--- src/rtl/lanc_frame_engine_unit_macros.svh ---
// assertion macros shared by the frame engine rtl
`ifndef LANC_FRAME_ENGINE_UNIT_MACROS_SVH
`define LANC_FRAME_ENGINE_UNIT_MACROS_SVH

// same-cycle implication, checked at every rising edge outside reset
`define LFE_ASSERT_NOW(label, clk, rst_n, ante, cons) \
	label: assert property (@(posedge clk) disable iff (!rst_n) (ante) |-> (cons)) \
		else $error("lfe check failed");

// next-cycle implication, checked at every rising edge outside reset
`define LFE_ASSERT_NEXT(label, clk, rst_n, ante, cons) \
	label: assert property (@(posedge clk) disable iff (!rst_n) (ante) |=> (cons)) \
		else $error("lfe check failed");

`endif

--- src/rtl/lfe_pkg.sv ---
// ----------------------------------------------------------------------------
// lfe_pkg
// shared types and constants of the lanc frame engine
// ----------------------------------------------------------------------------
`timescale 1ns / 1ps

package lfe_pkg;

	localparam int unsigned CFG_DATA_W = 16;
	localparam int unsigned CFG_IDX_W  = 2;

	// register indexes of the configuration port
	localparam logic [CFG_IDX_W-1:0] REG_CMD_FIRST  = 2'd0;
	localparam logic [CFG_IDX_W-1:0] REG_CMD_SECOND = 2'd1;
	localparam logic [CFG_IDX_W-1:0] REG_BIT_TICKS  = 2'd2;
	localparam logic [CFG_IDX_W-1:0] REG_IDLE_TICKS = 2'd3;

	// register reset values
	localparam logic [11:0] BIT_TICKS_RST  = 12'd104;
	localparam logic [15:0] IDLE_TICKS_RST = 16'd3000;

	localparam logic [15:0] TICK_MAX = 16'hffff;

	typedef enum logic [2:0] {
		PH_IDLE  = 3'd0,
		PH_WAIT  = 3'd1,
		PH_START = 3'd2,
		PH_DATA  = 3'd3,
		PH_STOP  = 3'd4
	} phase_t;

	// first received byte of a frame and last byte of a frame
	localparam logic [2:0] BYTE_FIRST_RX = 3'd4;
	localparam logic [2:0] BYTE_LAST    = 3'd7;
	localparam logic [2:0] BIT_LAST     = 3'd7;

endpackage

--- src/rtl/lfe_if.sv ---
// ----------------------------------------------------------------------------
// lfe_if
// valid/ready channels of the lanc frame engine: line samples and results
// ----------------------------------------------------------------------------
`timescale 1ns / 1ps

interface lfe_line_if;
	logic valid;
	logic ready;
	logic line_level;

	modport source (output valid, output line_level, input ready);
	modport sink (input valid, input line_level, output ready);
endinterface

interface lfe_result_if;
	logic       valid;
	logic       ready;
	logic       drive_level;
	logic       frame_done;
	logic [7:0] reply_byte4;
	logic [7:0] reply_byte5;
	logic [7:0] reply_byte6;
	logic [7:0] reply_byte7;

	modport source (
		output valid, output drive_level, output frame_done,
		output reply_byte4, output reply_byte5, output reply_byte6, output reply_byte7,
		input ready
	);
	modport sink (
		input valid, input drive_level, input frame_done,
		input reply_byte4, input reply_byte5, input reply_byte6, input reply_byte7,
		output ready
	);
endinterface

--- src/rtl/lanc_frame_engine_unit.sv ---
// result: the result word of a line sample is registered and valid in the cycle after the sample is accepted
// throughput: one line sample per cycle; the single output register takes a new word
// in the same cycle its old word is taken, so the line side stalls only on result stall
// reset (arst_n low): idle detection, counters and reply bytes cleared, registers at
// their reset values (bit_ticks 104, idle_ticks 3000), no result word pending
// ----------------------------------------------------------------------------
// lanc_frame_engine_unit
// tick-driven lanc style frame engine: idle gap detection, four transmitted
// bytes and four received bytes per eight-byte frame
// ----------------------------------------------------------------------------
`timescale 1ns / 1ps
`include "lanc_frame_engine_unit_macros.svh"

module lanc_frame_engine_unit (
	input  logic                                clk,
	input  logic                                arst_n,
	input  logic                                cfg_we,
	input  logic [lfe_pkg::CFG_IDX_W-1:0]       cfg_index,
	input  logic [lfe_pkg::CFG_DATA_W-1:0]      cfg_data,
	lfe_line_if.sink                            line_ch,
	lfe_result_if.source                        result_ch
);

	// configuration registers
	logic [7:0]  cmd_first_q;
	logic [7:0]  cmd_second_q;
	logic [11:0] bit_ticks_q;
	logic [15:0] idle_ticks_q;

	// frame state
	lfe_pkg::phase_t phase_q, nx_phase;
	logic [2:0]  byte_index_q, nx_byte_index;
	logic [2:0]  bit_index_q, nx_bit_index;
	logic [15:0] tick_count_q, nx_tick_count;
	logic [7:0]  shift_q, nx_shift;
	logic        drive_q, nx_drive;
	logic [7:0]  reply_q [4];
	logic [7:0]  nx_reply [4];
	logic        nx_done;

	// output register
	logic        out_valid_q;
	logic        out_drive_q;
	logic        out_done_q;
	logic [7:0]  out_reply_q [4];

	// working values
	logic        line_fire;
	logic        line;
	logic [15:0] tick_inc;
	logic [15:0] idle_cnt;
	logic [10:0] half;
	logic [15:0] half_ext;
	logic [15:0] bit_ticks_ext;
	logic        bit_end;
	logic        rx_byte;
	logic [2:0]  bit_next;

	// the output register frees up when its word is taken, so a new sample
	// can enter every cycle while the result side keeps pace
	assign line_ch.ready = !out_valid_q || result_ch.ready;
	assign line_fire     = line_ch.valid && line_ch.ready;
	assign line          = line_ch.line_level;

	assign half          = bit_ticks_q[11:1];
	assign half_ext      = {5'd0, half};
	assign bit_ticks_ext = {4'd0, bit_ticks_q};
	assign tick_inc      = tick_count_q + 16'd1;
	assign bit_end       = (tick_inc >= bit_ticks_ext);
	assign rx_byte       = (byte_index_q >= lfe_pkg::BYTE_FIRST_RX);
	assign bit_next      = bit_index_q + 3'd1;

	// idle detection counter: cleared by a low sample, saturating otherwise
	always_comb begin
		if (!line) begin
			idle_cnt = '0;
		end else if (tick_count_q != lfe_pkg::TICK_MAX) begin
			idle_cnt = tick_inc;
		end else begin
			idle_cnt = tick_count_q;
		end
	end

	// next state of the frame engine for the sample on the line channel
	always_comb begin
		nx_phase      = phase_q;
		nx_byte_index = byte_index_q;
		nx_bit_index  = bit_index_q;
		nx_tick_count = tick_count_q;
		nx_shift      = shift_q;
		nx_drive      = drive_q;
		nx_done       = 1'b0;
		for (int i = 0; i < 4; i++) begin
			nx_reply[i] = reply_q[i];
		end

		case (phase_q)
			lfe_pkg::PH_IDLE: begin
				if (idle_cnt >= idle_ticks_q) begin
					nx_phase      = lfe_pkg::PH_WAIT;
					nx_byte_index = '0;
					nx_tick_count = '0;
				end else begin
					nx_tick_count = idle_cnt;
				end
			end
			lfe_pkg::PH_WAIT: begin
				// falling edge: start bit begins, transmit byte is latched here
				if (!line) begin
					nx_phase      = lfe_pkg::PH_START;
					nx_tick_count = '0;
					nx_bit_index  = '0;
					case (byte_index_q)
						3'd0:    nx_shift = cmd_first_q;
						3'd1:    nx_shift = cmd_second_q;
						default: nx_shift = '0;
					endcase
				end
			end
			lfe_pkg::PH_START: begin
				if (bit_end) begin
					// first data bit
					nx_phase      = lfe_pkg::PH_DATA;
					nx_bit_index  = '0;
					nx_tick_count = '0;
					if (!rx_byte) begin
						nx_drive = shift_q[0];
					end else if (half == '0 && line) begin
						nx_shift = shift_q | 8'd1;
					end
				end else begin
					nx_tick_count = tick_inc;
				end
			end
			lfe_pkg::PH_DATA: begin
				if (bit_end) begin
					nx_tick_count = '0;
					if (bit_index_q == lfe_pkg::BIT_LAST) begin
						// byte complete: release the line and store a received byte
						nx_drive = 1'b0;
						if (rx_byte) begin
							nx_reply[byte_index_q[1:0]] = shift_q;
						end
						if (byte_index_q == lfe_pkg::BYTE_LAST) begin
							nx_done       = 1'b1;
							nx_phase      = lfe_pkg::PH_IDLE;
							nx_byte_index = '0;
						end else begin
							nx_byte_index = byte_index_q + 3'd1;
							nx_phase      = (half == '0) ? lfe_pkg::PH_WAIT : lfe_pkg::PH_STOP;
						end
					end else begin
						nx_bit_index = bit_next;
						if (!rx_byte) begin
							nx_drive = shift_q[bit_next];
						end else if (half == '0 && line) begin
							nx_shift = shift_q | (8'd1 << bit_next);
						end
					end
				end else begin
					nx_tick_count = tick_inc;
					// mid-bit sample of a received bit
					if (rx_byte && tick_inc == half_ext && line) begin
						nx_shift = shift_q | (8'd1 << bit_index_q);
					end
				end
			end
			lfe_pkg::PH_STOP: begin
				// half-bit wait after the byte before looking for the next edge
				if (tick_inc >= half_ext) begin
					nx_phase      = lfe_pkg::PH_WAIT;
					nx_tick_count = '0;
				end else begin
					nx_tick_count = tick_inc;
				end
			end
			default: begin
				nx_phase      = lfe_pkg::PH_IDLE;
				nx_tick_count = '0;
			end
		endcase
	end

	// configuration registers; the user must write them only while the engine is quiet, the block does not enforce it
	always_ff @(posedge clk or negedge arst_n) begin
		if (!arst_n) begin
			cmd_first_q  <= '0;
			cmd_second_q <= '0;
			bit_ticks_q  <= lfe_pkg::BIT_TICKS_RST;
			idle_ticks_q <= lfe_pkg::IDLE_TICKS_RST;
		end else if (cfg_we) begin
			case (cfg_index)
				lfe_pkg::REG_CMD_FIRST:  cmd_first_q  <= cfg_data[7:0];
				lfe_pkg::REG_CMD_SECOND: cmd_second_q <= cfg_data[7:0];
				lfe_pkg::REG_BIT_TICKS:  bit_ticks_q  <= cfg_data[11:0];
				lfe_pkg::REG_IDLE_TICKS: idle_ticks_q <= cfg_data[15:0];
				default: ;
			endcase
		end
	end

	// frame state advances once per accepted sample
	always_ff @(posedge clk or negedge arst_n) begin
		if (!arst_n) begin
			phase_q      <= lfe_pkg::PH_IDLE;
			byte_index_q <= '0;
			bit_index_q  <= '0;
			tick_count_q <= '0;
			shift_q      <= '0;
			drive_q      <= 1'b0;
			for (int i = 0; i < 4; i++) begin
				reply_q[i] <= '0;
			end
		end else if (line_fire) begin
			phase_q      <= nx_phase;
			byte_index_q <= nx_byte_index;
			bit_index_q  <= nx_bit_index;
			tick_count_q <= nx_tick_count;
			shift_q      <= nx_shift;
			drive_q      <= nx_drive;
			for (int i = 0; i < 4; i++) begin
				reply_q[i] <= nx_reply[i];
			end
		end
	end

	// result word valid flag
	always_ff @(posedge clk or negedge arst_n) begin
		if (!arst_n) begin
			out_valid_q <= 1'b0;
		end else if (line_fire) begin
			out_valid_q <= 1'b1;
		end else if (result_ch.ready) begin
			out_valid_q <= 1'b0;
		end
	end

	// result word payload
	always_ff @(posedge clk) begin
		if (line_fire) begin
			out_drive_q <= nx_drive;
			out_done_q  <= nx_done;
			for (int i = 0; i < 4; i++) begin
				out_reply_q[i] <= nx_reply[i];
			end
		end
	end

	assign result_ch.valid       = out_valid_q;
	assign result_ch.drive_level = out_drive_q;
	assign result_ch.frame_done  = out_done_q;
	assign result_ch.reply_byte4 = out_reply_q[0];
	assign result_ch.reply_byte5 = out_reply_q[1];
	assign result_ch.reply_byte6 = out_reply_q[2];
	assign result_ch.reply_byte7 = out_reply_q[3];

	// the pin is only driven inside data bits
	`LFE_ASSERT_NOW(a_drive_in_data, clk, arst_n, phase_q != lfe_pkg::PH_DATA, !drive_q)
	// a frame end releases the pin
	`LFE_ASSERT_NOW(a_done_released, clk, arst_n, out_valid_q && out_done_q, !out_drive_q)
	// idle detection always restarts the frame at byte zero
	`LFE_ASSERT_NOW(a_idle_byte_zero, clk, arst_n, phase_q == lfe_pkg::PH_IDLE, byte_index_q == '0)
	// every accepted sample yields a pending result word
	`LFE_ASSERT_NEXT(a_fire_result, clk, arst_n, line_fire, out_valid_q)

endmodule

--- src/flat_wrapper.sv ---
// flat-port wrapper written by rule: the top's interface ports become plain ports
module lanc_frame_engine_unit_flat 
  (clk, arst_n, cfg_we, cfg_index, cfg_data, line_ch_valid, line_ch_line_level, line_ch_ready, result_ch_valid, result_ch_drive_level, result_ch_frame_done, result_ch_reply_byte4, result_ch_reply_byte5, result_ch_reply_byte6, result_ch_reply_byte7, result_ch_ready);
  lfe_line_if line_ch_i ();
  lfe_result_if result_ch_i ();
  input  logic clk;
  input  logic arst_n;
  input  logic cfg_we;
  input  logic [lfe_pkg::CFG_IDX_W-1:0] cfg_index;
  input  logic [lfe_pkg::CFG_DATA_W-1:0] cfg_data;
  input wire logic [$bits(line_ch_i.valid)-1:0] line_ch_valid;
  input wire logic [$bits(line_ch_i.line_level)-1:0] line_ch_line_level;
  output wire logic [$bits(line_ch_i.ready)-1:0] line_ch_ready;
  output wire logic [$bits(result_ch_i.valid)-1:0] result_ch_valid;
  output wire logic [$bits(result_ch_i.drive_level)-1:0] result_ch_drive_level;
  output wire logic [$bits(result_ch_i.frame_done)-1:0] result_ch_frame_done;
  output wire logic [$bits(result_ch_i.reply_byte4)-1:0] result_ch_reply_byte4;
  output wire logic [$bits(result_ch_i.reply_byte5)-1:0] result_ch_reply_byte5;
  output wire logic [$bits(result_ch_i.reply_byte6)-1:0] result_ch_reply_byte6;
  output wire logic [$bits(result_ch_i.reply_byte7)-1:0] result_ch_reply_byte7;
  input wire logic [$bits(result_ch_i.ready)-1:0] result_ch_ready;
  assign line_ch_i.valid = line_ch_valid;
  assign line_ch_i.line_level = line_ch_line_level;
  assign line_ch_ready = line_ch_i.ready;
  assign result_ch_valid = result_ch_i.valid;
  assign result_ch_drive_level = result_ch_i.drive_level;
  assign result_ch_frame_done = result_ch_i.frame_done;
  assign result_ch_reply_byte4 = result_ch_i.reply_byte4;
  assign result_ch_reply_byte5 = result_ch_i.reply_byte5;
  assign result_ch_reply_byte6 = result_ch_i.reply_byte6;
  assign result_ch_reply_byte7 = result_ch_i.reply_byte7;
  assign result_ch_i.ready = result_ch_ready;
  lanc_frame_engine_unit u_core (.clk(clk), .arst_n(arst_n), .cfg_we(cfg_we), .cfg_index(cfg_index), .cfg_data(cfg_data), .line_ch(line_ch_i), .result_ch(result_ch_i));
endmodule
--- config.mk ---
export PLATFORM = sky130hd
export DESIGN_NAME = lanc_frame_engine_unit_flat
export DESIGN_NICKNAME = d
export VERILOG_FILES = /design/src/rtl/lfe_pkg.sv /design/src/rtl/lfe_if.sv /design/src/rtl/lanc_frame_engine_unit.sv /design/src/flat_wrapper.sv
export VERILOG_INCLUDE_DIRS = /design/src /design/src/rtl
export SDC_FILE = /design/constraint.sdc
export NUM_CORES = 1
export LEC_CHECK = 0
export BUFFER_PORTS_ARGS = -buffer_cell sky130_fd_sc_hd__buf_2
export CORE_ASPECT_RATIO = 0.7
export CORE_MARGIN = 3
export CORE_UTILIZATION = 55
export CTS_CLUSTER_SIZE = 28
export DETAILED_ROUTE_END_ITERATION = 6
export GPL_ROUTABILITY_DRIVEN = 0
export PLACE_DENSITY = 0.71
export SYNTH_ARGS = -nofsm -noshare
export SYNTH_HDL_FRONTEND = slang
export SYNTH_SLANG_ARGS = --single-unit
--- constraint.sdc ---
create_clock -name clk -period 5.12 [get_ports clk]
set_input_delay 0.256 -clock clk [delete_from_list [all_inputs] [get_ports clk]]
set_output_delay 0.256 -clock clk [all_outputs]
set_load 0.1 [all_outputs]
==> results of run 1 <==
==> power breakdown <==
| part | leakage (nW) | internal (mW) | switching [mW] |
|---|---|---|---|
| registers | 1.75 | 1.33 | 0.178 |
| logic | 2.09 | 0.382 | 0.604 |
| clock network | 0.285 | 0.792 | 0.480 |
==> routing by layer <==
layer,share of wire (%),vias up,global-route usage [%]
met3,7.5,26,7.90
met5,0,-,0
met1,49,2736,35.0
met4,1.5,0,8.29
li1,-,2593,-
met2,42,200,33.5
==> layout by cell type (no fill, tap or decap), types with 14 or more instances in the layout <==
cell       count
nand2_1       49
o21ai_0       14
buf_2         58
nand3_1       15
clkbuf_16     17
inv_1         34
nor2_1        24
ha_1          47
mux2_2       113
dfrtp_1      101
edfxtp_1      34
==> how the worst max path moves through the flow <==
stage                                 from                endpoint  slack [ns]  depth (start not counted)
floorplan           u_core.result_ch.valid   u_core.bit_index_q[0]        0.57                          6
global placement    u_core.tick_count_q[0]  u_core.tick_count_q[2]        0.85                         15
detailed placement  u_core.tick_count_q[0]  u_core.tick_count_q[4]        0.59                         16
CTS                 u_core.tick_count_q[0]  u_core.tick_count_q[4]        0.54                         16
global route        u_core.tick_count_q[0]  u_core.tick_count_q[2]        0.19                         15
finish              u_core.tick_count_q[0]  u_core.tick_count_q[2]        0.68                         16
==> through the flow <==
stage	worst slack [ns]	util (%)	hold slack, ns	instance area (um^2)
after detailed placement	0.591	59.5	0.303	8370
final	0.675	63.9	0.0429	8980
after floorplan	0.570	-	-0.0396	7970
after global placement	0.848	59.5	0.301	8370
after CTS	0.544	63.9	0.0305	8980
after global routing	0.188	63.9	0.0333	8980
==> layout make-up <==
cell class                      instances  area [um^2]
Clock buffer                           23          468
Sequential cell                       145         3810
Multi-Input combinational cell        458         3860
Inverter                               34          128
Tap cell                              190          238
Timing Repair Buffer                   64          338
Clock inverter                          9          131
Fill cell                            1119         5080
==> registers in the layout (all words and copies together) (netlist names) <==
register                      cells
u_core.out_reply_q               32
u_core.reply_q                   32
u_core.idle_ticks_q              16
u_core.tick_count_q              16
u_core.bit_ticks_q               12
u_core.cmd_first_q                8
u_core.cmd_second_q               8
u_core.shift_q                    8
u_core.bit_index_q                3
u_core.byte_index_q               3
u_core.phase_q                    3
u_core.drive_q                    1
u_core.result_ch.drive_level      1
u_core.result_ch.frame_done       1
u_core.result_ch.valid            1
==> worst max-delay path: cells and delay by family (launching register included) <==
family                   cells  cell delay [ns]
adder cells (fa/ha/maj)      2             0.58
AND/OR/NAND/NOR              7             1.86
AO/OA/AOI/OAI                7             1.40
flip-flops                   1             0.48
==> logic make-up after synthesis <==
family / Yosys count / share of synthesized area (%)
xor+xnor: 15 / 1.65
fa+ha+maj: 47 / 7.38
mux: 118 / 16.9
compound gates: 108 / 10.3
buf+inv: 70 / 3.69
flops: 145 / 47.8
simple gates: 170 / 12.3
==> what timing repair did <==
action,in CTS,in global routing
setup buffers,0,0
hold buffers,1,0
endpoints found under the setup margin,0,2
gates resized for setup,0,1
endpoints found under the hold margin,41,0
==> summary.md, run 1 <==
| Metric | Value |
|---|---|
| Outcome | completed |
| Layout net count | 791 |
| DPL Wire Length | 12800 um |
| Max-cap violations | 0 |
| Worst path required time | 5.46 ns |
| CTS tree | done |
| Leak | 4.12 nW |
| Crit-path max FO | 14 |
| Root Buffer | clkbuf_16 |
| Site Rows | 36 |
| Initial DRC count | 450 |
| Slowest-stage cell, CP | and2_1 |
| Syn avg cell area | 11.8 um^2 |
| Worst Hold Depth | 2 |
| Worst r2r dst | u_core.tick_count_q[2] |
| Crit path kind | flip-flop to flip-flop |
| Total GRT Usage | 23.9% |
| Core area | 14100 um^2 |
| Top FF cell, synth | dfrtp_1 |
| Mapped Cells | 673 |
| Reg2Reg Launch Point | u_core.tick_count_q[0] |
| Hold Crit Class | input port to flip-flop |
| CTS Buf Count | 17 |
| Chip Width | 150 um |
| Clock-pin slew on the worst setup and hold paths | 0.06 ns |
| Worst Reg2Reg Path Length in Cells | 16 |
| Post-synth top cells | mux2_2 (113), dfrtp_1 (101), nand2_1 (49), ha_1 (47) |
| Most common cell in the synthesized netlist | mux2_2 |
| Fraction of registers with async set/reset | 76.6% |
| Antenna violations before repair | 0 |
| Hold_sp | line_ch_valid |
| RSZ-0062 raised after global routing | false |
| Rel. slew slack | 17.8% |
| Total Power | 3.77 mW |
| Layout cells sized above 1 | 32.9% |
| Worst slew pin tran | 1.23 ns |
| Antenna Nets Post-Route | 0 |
| Startpoint Class | flip-flop |
| # H-tree levels | 4 |
| Syn_nets | 744 |
| Layout Cells excl Fill | 923 |
| Drt wl/cell | 19.5 um |
| Post-synth EDFFs | 34 |
| CP Data Arrival Time | 4.79 ns |
| DR vias | 5555 |
| R2r setup slk | 0.68 ns |
| Layout Area Growth over Synthesis | 12.7% |
| Ranking of synthesized cells by area | dfrtp_1 (32%), mux2_2 (16%), edfxtp_1 (13%) |
| Post-synth top area cell | dfrtp_1 |
| Final worst path period share | 86.8% |
| Port Buffer Count | 59 |
| Crit-path cells | ha_1, nand3_1, nor2_1, and3_1, and3_1, nand2_1, a21boi_0, ha_1, nand2_1, o21ai_0, a21oi_1, o21ai_0, a21oi_1, and2_1, a22oi_1, o211ai_1 |
| Critical Path End Type | flip-flop |
| Longest Clk Path Bufs | 2 |
| Count of different cell masters after synthesis | 73 |
| Seq/Total Area, Yosys | 47.8% |
| Initial Util | 56.7% |
| Total Neg Setup Slack | 0 ns |
| PwrDens | 419 nW/um^2 |
| DRT Pass-1 Iters | 5 |
| WL final | 18000 um |
| Die H | 107 um |
| Max Clock Skew | 0.0128 ns |
| Largest stage delay, worst path | 0.63 ns |
| Worst skew pair latency | 0.43 ns |
| Final slew viol count | 0 |
| DP Cell Count | 890 |
| Synth top area share | 31.7% |
| Clk sink count | 145 |
| Final setup viols | 0 |
| Peak VDD IR | 270 uV |
| WHS Endpoint | u_core.result_ch.valid |
| Period minus WS final | 4.44 ns |
| Warning count from the yosys run | 0 |
| Largest net degree at the start of global routing | 68 |
| Vias/cell | 6.02 |
| Synthesized area | 7970 um^2 |
| Final hold vios | 0 |
| Drt drc | 0 |
| Io pins | 60 |
| #FFs+latches synth | 145 |
| First-pass GRT wire length | 29500 um |
| Antenna diodes | 0 |
| Vias in the first global route | 5582 |
| FMAX | 0.225 GHz |
| Grt total ovfl | 0 |
| Die ar. | 16000 um^2 |
Power figures use the tool's default switching activity.
==> run 2: changes to the inputs <==
--- a/config.mk
+++ b/config.mk
@@ -7,7 +7,6 @@
 export NUM_CORES = 1
 export LEC_CHECK = 0
 export BUFFER_PORTS_ARGS = -buffer_cell sky130_fd_sc_hd__buf_2
-export CORE_ASPECT_RATIO = 0.7
 export CORE_MARGIN = 3
 export CORE_UTILIZATION = 55
 export CTS_CLUSTER_SIZE = 28
==> summary.md, run 2 (synthesis gave the netlist of run 1 again) <==
| Metric | Value |
|---|---|
| Max-cap violations | 0 |
| CTS tree | done |
| Vias in the first global route | 5444 |
| Root Buffer | clkbuf_16 |
| Total Neg Setup Slack | 0 ns |
| Crit-path cells | ha_1, nand3_1, nor2_1, and3_1, and3_1, nand2_1, a21boi_0, ha_1, nand2_1, o21ai_0, a21oi_1, o21ai_0, a21oi_1, and2_0, a22oi_1, o311ai_1 |
| Layout fillers | 1080 |
| Die H | 126 um |
| Final worst path period share | 89.1% |
| Total GRT Usage | 23.1% |
| Clk sink count | 145 |
| Chip Width | 126 um |
| Peak VDD IR | 254 uV |
| WL final | 17600 um |
| Largest regs | u_core.out_reply_q x32, u_core.reply_q x32 |
| Grt total ovfl | 0 |
| Commonest cells after routing, fill and taps aside | mux2_2 (113), dfrtp_1 (101), buf_2 (58), nand2_1 (49), ha_1 (47) |
| Drt drc | 0 |
| Largest net degree at the start of global routing | 63 |
| Leak | 4.12 nW |
| DRT Pass-1 Iters | 5 |
| Commonest non-fill, non-tap cell in the layout | mux2_2 |
| Vias/cell | 6.06 |
| Antenna Nets Post-Route | 0 |
| Outcome | completed |
| First-pass GRT wire length | 29100 um |
| Io pins | 60 |
| Largest stage delay, worst path | 0.72 ns |
| Crit path kind | flip-flop to flip-flop |
| DR vias | 5530 |
| FMAX | 0.219 GHz |
| Port Buffer Count | 59 |
| CP Data Arrival Time | 4.88 ns |
| Reg2Reg Launch Point | u_core.tick_count_q[0] |
| Final hold vios | 0 |
| Initial DRC count | 475 |
| Top Family by Delay on Critical Path | simple AND/OR/NAND/NOR gates |
| Layout net count | 791 |
| Worst hold slack | 0.0397 ns |
| Worst skew pair latency | 0.43 ns |
| Period minus WS final | 4.56 ns |
| CTS Buf Count | 17 |
| Worst path buffer plus inverter count | 0 |
| PwrDens | 417 nW/um^2 |
| RSZ-0062 raised after global routing | false |
| Buffers inserted by post-CTS timing repair | 0 |
| Worst path required time | 5.44 ns |
| Final slew viol count | 0 |
| Register Area | 3810 um^2 |
| Layout Area Growth over Synthesis | 12.4% |
| Crit-path max FO | 14 |
| Hold_sp | line_ch_valid |
| Initial Util | 56.7% |
| Critical Path End Type | flip-flop |
| Max Clock Skew | 0.00790 ns |
| DPL Wire Length | 12400 um |
| Slowest-stage cell, CP | and2_0 |
| Antenna diodes | 0 |
| Post_cts resized | 0 |
| Multi-input logic area | 3860 um^2 |
| Drt wl/cell | 19.3 um |
| Final setup viols | 0 |
| Total Power | 3.73 mW |
| Worst slew pin tran | 1.26 ns |
| Die ar. | 16000 um^2 |
| Fin util | 63.8% |
| Startpoint Class | flip-flop |
| Crit path from | u_core.tick_count_q[0] |
| Hold Crit Class | input port to flip-flop |
| Site Rows | 43 |
| # H-tree levels | 4 |
| Rel. slew slack | 16.1% |
| Antenna violations before repair | 0 |
| Clock-pin slew on the worst setup and hold paths | 0.06 ns |
| Layout cells sized above 1 | 33.4% |
| Core area | 14000 um^2 |
| Longest Clk Path Bufs | 2 |
run 2: per-layer routing:
layer / routed length, um / up-vias / share of wire (%) / GRT usage (%)
met5: 0 / - / 0 / 0
met2: 8260 / 188 / 47 / 36.0
met4: 250 / 0 / 1.4 / 5.87
li1: - / 2582 / - / -
met3: 1010 / 25 / 5.7 / 5.22
met1: 8080 / 2735 / 46 / 33.1
run 2: power breakdown:
group	switching [mW]	internal, mW	total (mW)	leakage [nW]
Combinational	0.603	0.386	0.990	2.09
Clock	0.505	0.739	1.24	0.287
Sequential	0.170	1.33	1.50	1.75
Total	1.28	2.45	3.73	4.12
run 2: path summary, 6_finish.rpt:
check	to	slack [ns]	cells after the start
max in group asynchronous	u_core.idle_ticks_q[1]	3.45	3
worst min register to register	u_core.reply_q[24]	0.48	2
min in group asynchronous	u_core.bit_ticks_q[10]	0.41	2
worst max-delay path	u_core.tick_count_q[4]	0.56	16
worst max register to register	u_core.tick_count_q[4]	0.56	16
worst min-delay path	u_core.result_ch.valid	0.04	2
run 2: cell type report:
cell class / count / area share [%]
multi-input combinational: 458 / 43.1
sequential: 145 / 42.6
timing repair buffer: 64 / 3.77
clock inverter: 13 / 1.66
clock buffer: 19 / 4.95
tap: 180 / 2.51
inverter: 34 / 1.42
run 2: stage by stage:
step / worst slack [ns] / area, um^2 / instances
after floorplan: 0.570 / 7970 / 673
after global placement: 0.925 / 8350 / 880
after detailed placement: 0.691 / 8350 / 880
after CTS: 0.672 / 8960 / 913
after global routing: 0.0728 / 8960 / 913
final: 0.559 / 8960 / 913
run 2: timing repair:
action	in CTS	in global routing
hold buffers	1	0
endpoints found under the hold margin	46	0
setup endpoints to repair	0	0
==> run 3: changes to the inputs <==
--- a/config.mk
+++ b/config.mk
@@ -12,6 +12,7 @@
 export CTS_CLUSTER_SIZE = 28
 export DETAILED_ROUTE_END_ITERATION = 6
 export GPL_ROUTABILITY_DRIVEN = 0
+export GPL_TIMING_DRIVEN = 0
 export PLACE_DENSITY = 0.71
 export SYNTH_ARGS = -nofsm -noshare
 export SYNTH_HDL_FRONTEND = slang
==> summary.md, run 3 (synthesis gave the netlist of run 1 again) <==
| Metric | Value |
|---|---|
| Worst path buffer plus inverter count | 1 |
| DR vias | 5639 |
| Die H | 126 um |
| Crit path kind | flip-flop to flip-flop |
| Sw Share | 34.9% |
| Antenna diodes | 0 |
| DPL Wire Length | 12500 um |
| CTS Buf Count | 17 |
| Combinational power share | 29.6% |
| DRT Pass-1 Iters | 5 |
| Startpoint Class | flip-flop |
| Longest Clk Path Bufs | 2 |
| CP Data Arrival Time | 5.07 ns |
| Critical path depth | 17 |
| Final instance area | 9060 um^2 |
| Setup ws final | 0.415 ns |
| WL final | 17600 um |
| Crit path from | u_core.tick_count_q[0] |
| Io pins | 60 |
| Antenna Nets Post-Route | 0 |
| Clock-pin slew on the worst setup and hold paths | 0.06 ns |
| Reg2Reg Launch Point | u_core.tick_count_q[0] |
| Vias in the first global route | 5627 |
| Initial DRC count | 496 |
| Antenna violations before repair | 0 |
| Initial Util | 56.7% |
| Final setup viols | 0 |
| Worst path required time | 5.48 ns |
| Slowest-stage cell, CP | dfrtp_1 |
| Total Neg Setup Slack | 0 ns |
| Total Power | 3.64 mW |
| Core area | 14000 um^2 |
| CP Capture Point | u_core.tick_count_q[1] |
| CTS tree | done |
| Worst slew pin tran | 1.22 ns |
| Max-cap violations | 0 |
| Top Family by Delay on Critical Path | simple AND/OR/NAND/NOR gates |
| P_sw | 1.27 mW |
| Largest regs | u_core.out_reply_q x32, u_core.reply_q x32 |
| FMAX | 0.213 GHz |
| Layout fillers | 1081 |
| Crit-path max FO | 11 |
| Period minus WS final | 4.70 ns |
| Pint | 2.37 mW |
| Drt wl/cell | 18.6 um |
| Final hold vios | 0 |
| Site Rows | 43 |
| Chip Width | 126 um |
| Root Buffer | clkbuf_16 |
| # H-tree levels | 4 |
| Total GRT Usage | 22.9% |
| Peak VDD IR | 289 uV |
| Fin util | 64.5% |
| Largest stage delay, worst path | 0.52 ns |
| Clock power frac | 31.0% |
| Final slew viol count | 0 |
| Crit-path cells | ha_1, nand3_1, nor2_1, and3_1, and3_1, nand2_1, a21boi_0, ha_1, nand2_1, o21ai_0, a21oi_1, o21ai_0, a21oi_2, and2_0, clkbuf_2, a22oi_1, nand2_1 |
| Commonest cells after routing, fill and taps aside | mux2_2 (113), dfrtp_1 (101), buf_2 (61), nand2_1 (49), ha_1 (47) |
| Largest net degree at the start of global routing | 71 |
| Pre-CTS setup slack | 0.221 ns |
| Port Buffer Count | 58 |
| Rel. slew slack | 18.5% |
| Final worst path period share | 91.9% |
| PwrDens | 401 nW/um^2 |
| RSZ-0062 raised after global routing | false |
| Grt total ovfl | 0 |
| First-pass GRT wire length | 28900 um |
| Commonest non-fill, non-tap cell in the layout | mux2_2 |
| Sequential power share | 39.5% |
| Die ar. | 16000 um^2 |
| Layout cells sized above 1 | 32.7% |
| Most frequent CP cell | nand2_1 |
| Worst Reg2Reg Path Length in Cells | 17 |
| Hold Crit Class | input port to flip-flop |
| Critical Path End Type | flip-flop |
| Layout Area Growth over Synthesis | 13.7% |
| Clk sink count | 145 |
| Worst r2r dst | u_core.tick_count_q[1] |
| Leak | 4.15 nW |
| Worst skew pair latency | 0.43 ns |
| Area after DPL | 8510 um^2 |
| Layout net count | 822 |
| Vias/cell | 5.97 |
| Max Clock Skew | 0.0123 ns |
| Outcome | completed |
| R2r setup slk | 0.42 ns |
| Drt drc | 0 |
run 3: cell types whose count changed in the layout (fill, tap and decap cells not counted), sizes merged:
cell      before  now
inv           40   35
clkbuf        19   45
bufinv         2    0
clkinvlp       2    5
buf           63   70
clkinv         3    5
run 3: power by group through the flow:
stage | Clock [mW] | Sequential [mW] | Combinational (mW)
floorplan | 0 | 1.52 | 0.707
global placement | 0 | 1.45 | 1.01
detailed placement | 0 | 1.45 | 1.05
CTS | 1.14 | 1.43 | 1.06
global route | 1.20 | 1.45 | 1.19
finish | 1.13 | 1.43 | 1.07
run 3: final cells by class:
cell class | count | area (um^2) | area share [%]
multi-input cells | 458 | 3860 | 42.7
flip-flops and latches | 145 | 3810 | 42.1
clock buffers | 21 | 450 | 4.97
repair buffers | 60 | 330 | 3.65
well taps | 180 | 225 | 2.49
plain buffers | 35 | 165 | 1.82
inverters | 34 | 128 | 1.41
clock inverters | 11 | 86.3 | 0.953
run 3: metrics by stage:
step | hold WS, ns | cells
after global placement | 0.460 | 911
after global routing | 0.0245 | 944
after floorplan | -0.0396 | 673
after detailed placement | 0.294 | 912
final | 0.0399 | 944
after CTS | 0.0269 | 945
run 3: how the worst min path moves through the flow:
stage	startpoint	end	slack, ns	cells past startpoint
after CTS	line_ch_valid	u_core.result_ch.valid	0.03	2
after global routing	line_ch_valid	u_core.result_ch.valid	0.02	2
after global placement	line_ch_valid	u_core.result_ch.valid	0.46	2
final	line_ch_valid	u_core.result_ch.valid	0.04	2
after floorplan	arst_n	u_core.bit_index_q[0]	-0.04	0
after detailed placement	arst_n	u_core.bit_ticks_q[9]	0.29	1
run 3: worst register-to-register path, cell delays in order, from the launching register on:
cell      delay (ns)
dfrtp_1         0.52
ha_1            0.30
nand3_1         0.19
nor2_1          0.25
and3_1          0.26
and3_1          0.47
nand2_1         0.12
a21boi_0        0.42
ha_1            0.32
nand2_1         0.06
o21ai_0         0.08
a21oi_1         0.25
o21ai_0         0.21
a21oi_2         0.33
and2_0          0.35
clkbuf_2        0.31
a22oi_1         0.10
nand2_1         0.09
run 3: timing repair:
action	4_1_cts	5_1_grt
setup buffers	0	0
resized for setup	0	3
hold endpoints to repair	38	0
setup endpoints to repair	0	10
hold buffers	1	0
run 3: per-layer routing:
metal	up-vias	share of wire [%]	GRT usage (%)
li1	2655	-	-
met1	2791	47	33.2
met2	174	46	34.7
met3	19	5.2	5.39
met4	0	1.1	6.81
met5	-	0	0
